`src/hw/rtl/bis_pkg.sv`:
```
package bis_pkg;

  localparam int unsigned CFG_IDX_W  = 2;
  localparam int unsigned CFG_DATA_W = 24;
  localparam int unsigned SIZE_W     = 9;
  localparam int unsigned SCALE_W    = 24;
  localparam int unsigned COORD_W    = 12;
  // Q20.16 source position: 12-bit coordinate times Q8.16 scale
  localparam int unsigned POS_W      = COORD_W + SCALE_W;
  localparam int unsigned OUT_PLANES = 3;

  localparam logic [SIZE_W-1:0]  RESET_SIZE      = 9'd256;
  localparam logic [SCALE_W-1:0] RESET_INV_SCALE = 24'd65536;  // 1.0 in Q8.16
  localparam logic [8:0]         WEIGHT_ONE      = 9'd256;     // 1.0 in Q1.8

  localparam logic CMD_WRITE   = 1'b0;
  localparam logic CMD_REQUEST = 1'b1;

  typedef enum logic [CFG_IDX_W-1:0] {
    CFG_SOURCE_WIDTH  = 2'd0,
    CFG_SOURCE_HEIGHT = 2'd1,
    CFG_INV_XSCALE    = 2'd2,
    CFG_INV_YSCALE    = 2'd3
  } cfg_idx_e;

  typedef struct packed {
    logic               command;
    logic [COORD_W-1:0] column;
    logic [COORD_W-1:0] row;
    logic [7:0]         red_in;
    logic [7:0]         green_in;
    logic [7:0]         blue_in;
  } in_item_t;

  typedef struct packed {
    logic [7:0] red_out;
    logic [7:0] green_out;
    logic [7:0] blue_out;
  } out_item_t;

endpackage

```
`src/hw/rtl/bis_locate.sv`:
```
module bis_locate
  import bis_pkg::*;
#(
  parameter int IDX_W    = 8,
  parameter int MAX_SIZE = 256
) (
  input  logic [POS_W-1:0]  pos_i,
  input  logic [SIZE_W-1:0] size_i,
  output logic [IDX_W-1:0]  lo_o,
  output logic [IDX_W-1:0]  hi_o,
  output logic [7:0]        frac_o
);

  localparam int SZ_W = 13;
  localparam int IP_W = POS_W - 16;
  localparam logic [SZ_W-1:0] MaxSize = SZ_W'(MAX_SIZE);

  logic [SZ_W-1:0]  size_ext;
  logic [SZ_W-1:0]  size_eff;
  logic [SZ_W-1:0]  last_ext;
  logic [IDX_W-1:0] last_idx;
  logic [IP_W-1:0]  ip;
  logic             over;

  always_comb begin
    size_ext = SZ_W'(size_i);
    // zero acts as one, oversize acts as the store size
    if (size_ext == '0) begin
      size_eff = SZ_W'(1);
    end else if (size_ext > MaxSize) begin
      size_eff = MaxSize;
    end else begin
      size_eff = size_ext;
    end
    last_ext = size_eff - SZ_W'(1);
    last_idx = last_ext[IDX_W-1:0];

    ip   = pos_i[POS_W-1:16];
    over = ip > IP_W'(last_ext);

    // past the edge: clamp and drop the weight
    lo_o   = over ? last_idx : ip[IDX_W-1:0];
    hi_o   = (lo_o == last_idx) ? lo_o : lo_o + 1'b1;
    frac_o = over ? 8'd0 : pos_i[15:8];
  end

endmodule

```
`config.mk`:
```
export PLATFORM = sky130hd
export DESIGN_NAME = bis_locate
export DESIGN_NICKNAME = d
export VERILOG_FILES = /design/src/hw/rtl/bis_pkg.sv /design/src/hw/rtl/bis_locate.sv
export SDC_FILE = /design/constraint.sdc
export NUM_CORES = 1
export LEC_CHECK = 0
export CAP_MARGIN = 20
export CORE_MARGIN = 1.5
export CORE_UTILIZATION = 65
export DETAILED_ROUTE_END_ITERATION = 10
export DONT_BUFFER_PORTS = 1
export GPL_TIMING_DRIVEN = 0
export PLACE_DENSITY = 0.91
export SLEW_MARGIN = 15
export SYNTH_ARGS = -nofsm -noshare
export SYNTH_HDL_FRONTEND = slang
export SYNTH_SLANG_ARGS = --single-unit
```
`constraint.sdc`:
```
create_clock -name vclk -period 8.1
set_input_delay 2.025 -clock vclk [all_inputs]
set_output_delay 2.025 -clock vclk [all_outputs]
set_load 0.01 [all_outputs]
```
==> run_results.csv <==
group,metric,value,unit
run_status,outcome,"finished clean",
worst_hold_path,min_from,"pos_i[14]",
yosys,synth_most_common_cell,"ha_1",
yosys,yosys.area.top_type,"ha_1",
timing,hold_viol,0,
yosys,ys_top_cells_by_area,"ha_1 15%, xor2_1 6.5%, nor2b_1 5.8%",
finish,drive_gt1_share,19.3,%
yosys,synth_top_family_by_area,"simple AND/OR/NAND/NOR gates",
route,wl,2650,um
worst_hold_path,hold_depth,1,
yosys,synth_top_area_share,15.0,%
yosys,synth_cell_types,47,
floorplan,initial_utilization,70.4,%
finish,seqCellArea,0,um^2
yosys,synthAdderAreaFrac,15.0,%
timing,post-route-period-util,97.3,%
finish,antenna_cells,0,
setup_path,crit_path_end_kind,"output port",
yosys,synth_area,1080,um^2
route,drt_iter0_markers,35,
worst_hold_path,min_path_type,"in2out",
yosys,seq_area_frac_synth,0,%
worst_hold_path,holdPathEnd,"frac_o[6]",
timing,setup_ws,0.216,ns
route,vias_per_cell,6.63,
yosys,synth_common_cells,"13 x ha_1, 10 x nor2b_1, 9 x nor2_1",
pwr,p_leak,0.476,nW
place,gp_congestion,0.883,
floorplan,ios,69,
route,vias,1100,
finish,nNetsFinal,210,
place,pre_cts_ws,-0.454,ns
floorplan,die_h,43.9,um
yosys,synth_compound_area_share,19.0,%
finish,clock_buffers,0,
pwr,power.density,43.0,nW/um^2
route,drc,0,
cts,ctsHoldBuffers,0,
global_routing,grt_pass1_wl,4200,um
yosys,synth_warnings,0,
route,wl_per_cell,16.0,um
yosys,yosys.area_share.simple,40.0,%
floorplan,design.core.area,1540,um^2
pwr,ir_drop,0.0340,mV
finish,finalNonFillerCells,166,
yosys,netlist_instances,143,
global_routing,grt_overflow,0,
floorplan,die_w,43.9,um
setup_path,worstPathArrival,5.86,ns
yosys,syn_avg_cell_area,7.59,um^2
floorplan,die-area,1920,um^2
place,numPortBuffers,0,
job,drv_cap,0,
timing,slew_violations,0,
finish,design.seq.count,0,
route,dr.pass1.iters,4,
setup_path,critPathRequiredTime,6.08,ns
setup_path,worstPathMaxFanout,8,
setup_path,critPathKind,"in2out",
place,place_inst,160,
global_routing,grt_pass1_vias,1005,
timing,finalSetupViolCount,0,
global_routing,grt_max_degree,11,
place,hpwl,2160,um
global_routing,grt_antenna_before_repair,0,
finish,area_growth,10.6,%
floorplan,fp-row-count,14,
yosys,synth_xor_area_share,11.3,%
route,ant_nets,0,
yosys,muxShareOfSynthArea,8.77,%
timing,worstMarginPinSlew,0.744,ns
finish,fillCellCount,122,
setup_path,cp-start-kind,"input pin",
global_routing,grtUsageTotal,27.1,%
timing,period_minus_slack,7.88,ns
timing,slew_headroom,49.1,%
timing,max_freq,0.127,GHz
==> timing repair <==
item / CTS / global route
pin swaps: 2 / 7
gates resized for setup: 3 / 10
setup buffers: 2 / 4
endpoints found under the setup margin: 4 / 4
==> logic make-up (layout without fill, tap and decap cells) <==
kind of cell,after synthesis,in the layout
and+or+nand+nor,67,67
buffers and inverters,13,19
other,1,2
xor gates and xnor gates,14,14
muxes,9,9
adders and majority gates,13,13
AOI/OAI and AO/OA,26,26
==> layer usage <==
layer / routed length [um] / track usage, % / part of all wire, %
met1: 1140 / 36.6 / 43
met5: 0 / 0 / 0
met2: 1350 / 46.8 / 51
met3: 143 / 2.08 / 5.4
met4: 16 / 5.45 / 0.60
==> worst max path at each step <==
stage	cells after the start	endpoint	slack (ns)	start
floorplan	20	hi_o[6]	0.07	size_i[4]
CTS	20	hi_o[6]	0.02	size_i[4]
finish	21	hi_o[6]	0.22	size_i[3]
global placement	21	hi_o[6]	-0.35	size_i[4]
global route	21	hi_o[6]	-0.02	size_i[3]
detailed placement	21	hi_o[6]	-0.45	size_i[4]
==> cells in the final DEF, fill, tap and decap left out, types with 3 or more instances in the layout <==
cell type  count
nand2_1        6
nor4_1         4
a21oi_1        4
nor3_1         7
inv_1          8
nand3_1        6
buf_4          6
o21ai_0        5
nor2_1         8
xor2_1         7
nor2b_1       10
o21a_1         3
ha_1          12
mux2i_1        5
or3_1          3
xnor2_1        6
mux2_2         4
==> stage by stage <==
stage	hold WS [ns]	power (mW)	utilization, %	TNS (ns)	cell area [um^2]
global route	4.19	0.0578	77.8	-0.0151	1200
global placement	4.19	0.0462	71.9	-0.810	1110
floorplan	4.19	0.0405	-	0	1090
finish	4.19	0.0517	77.8	0	1200
detailed placement	4.19	0.0482	71.9	-1.21	1110
CTS	4.19	0.0495	73.9	0	1140
==> area by class of cell <==
class / count / area (um^2) / area share, %
repair buffers: 6 / 45.0 / 3.75
multi-input cells: 131 / 1070 / 89.1
plain buffers: 5 / 36.3 / 3.02
well taps: 16 / 20.0 / 1.67
inverters: 8 / 30.0 / 2.50
==> worst max-delay path: stages <==
cell,delay (ns)
nor3_4,0.19
a31oi_1,0.10
nor2_1,0.13
inv_1,0.08
ha_1,0.19
buf_2,0.16
nand4b_1,0.12
a21boi_1,0.18
ha_1,0.25
and4_1,0.19
and4_2,0.28
and4_1,0.23
a2111oi_4,0.33
a31oi_4,0.14
buf_6,0.20
nand2_1,0.11
o21a_1,0.14
ha_2,0.19
nand2_1,0.10
nor4_4,0.33
xor2_2,0.22
==> power by group <==
| group | internal (mW) | total (mW) | leakage (nW) | switching [mW] |
|---|---|---|---|---|
| combinational | 0.0222 | 0.0517 | 0.476 | 0.0295 |
| clock | 0 | 0 | 0 | 0 |
| sequential | 0 | 0 | 0 | 0 |
| total | 0.0222 | 0.0517 | 0.476 | 0.0295 |
(Power assumes the default switching activity.)
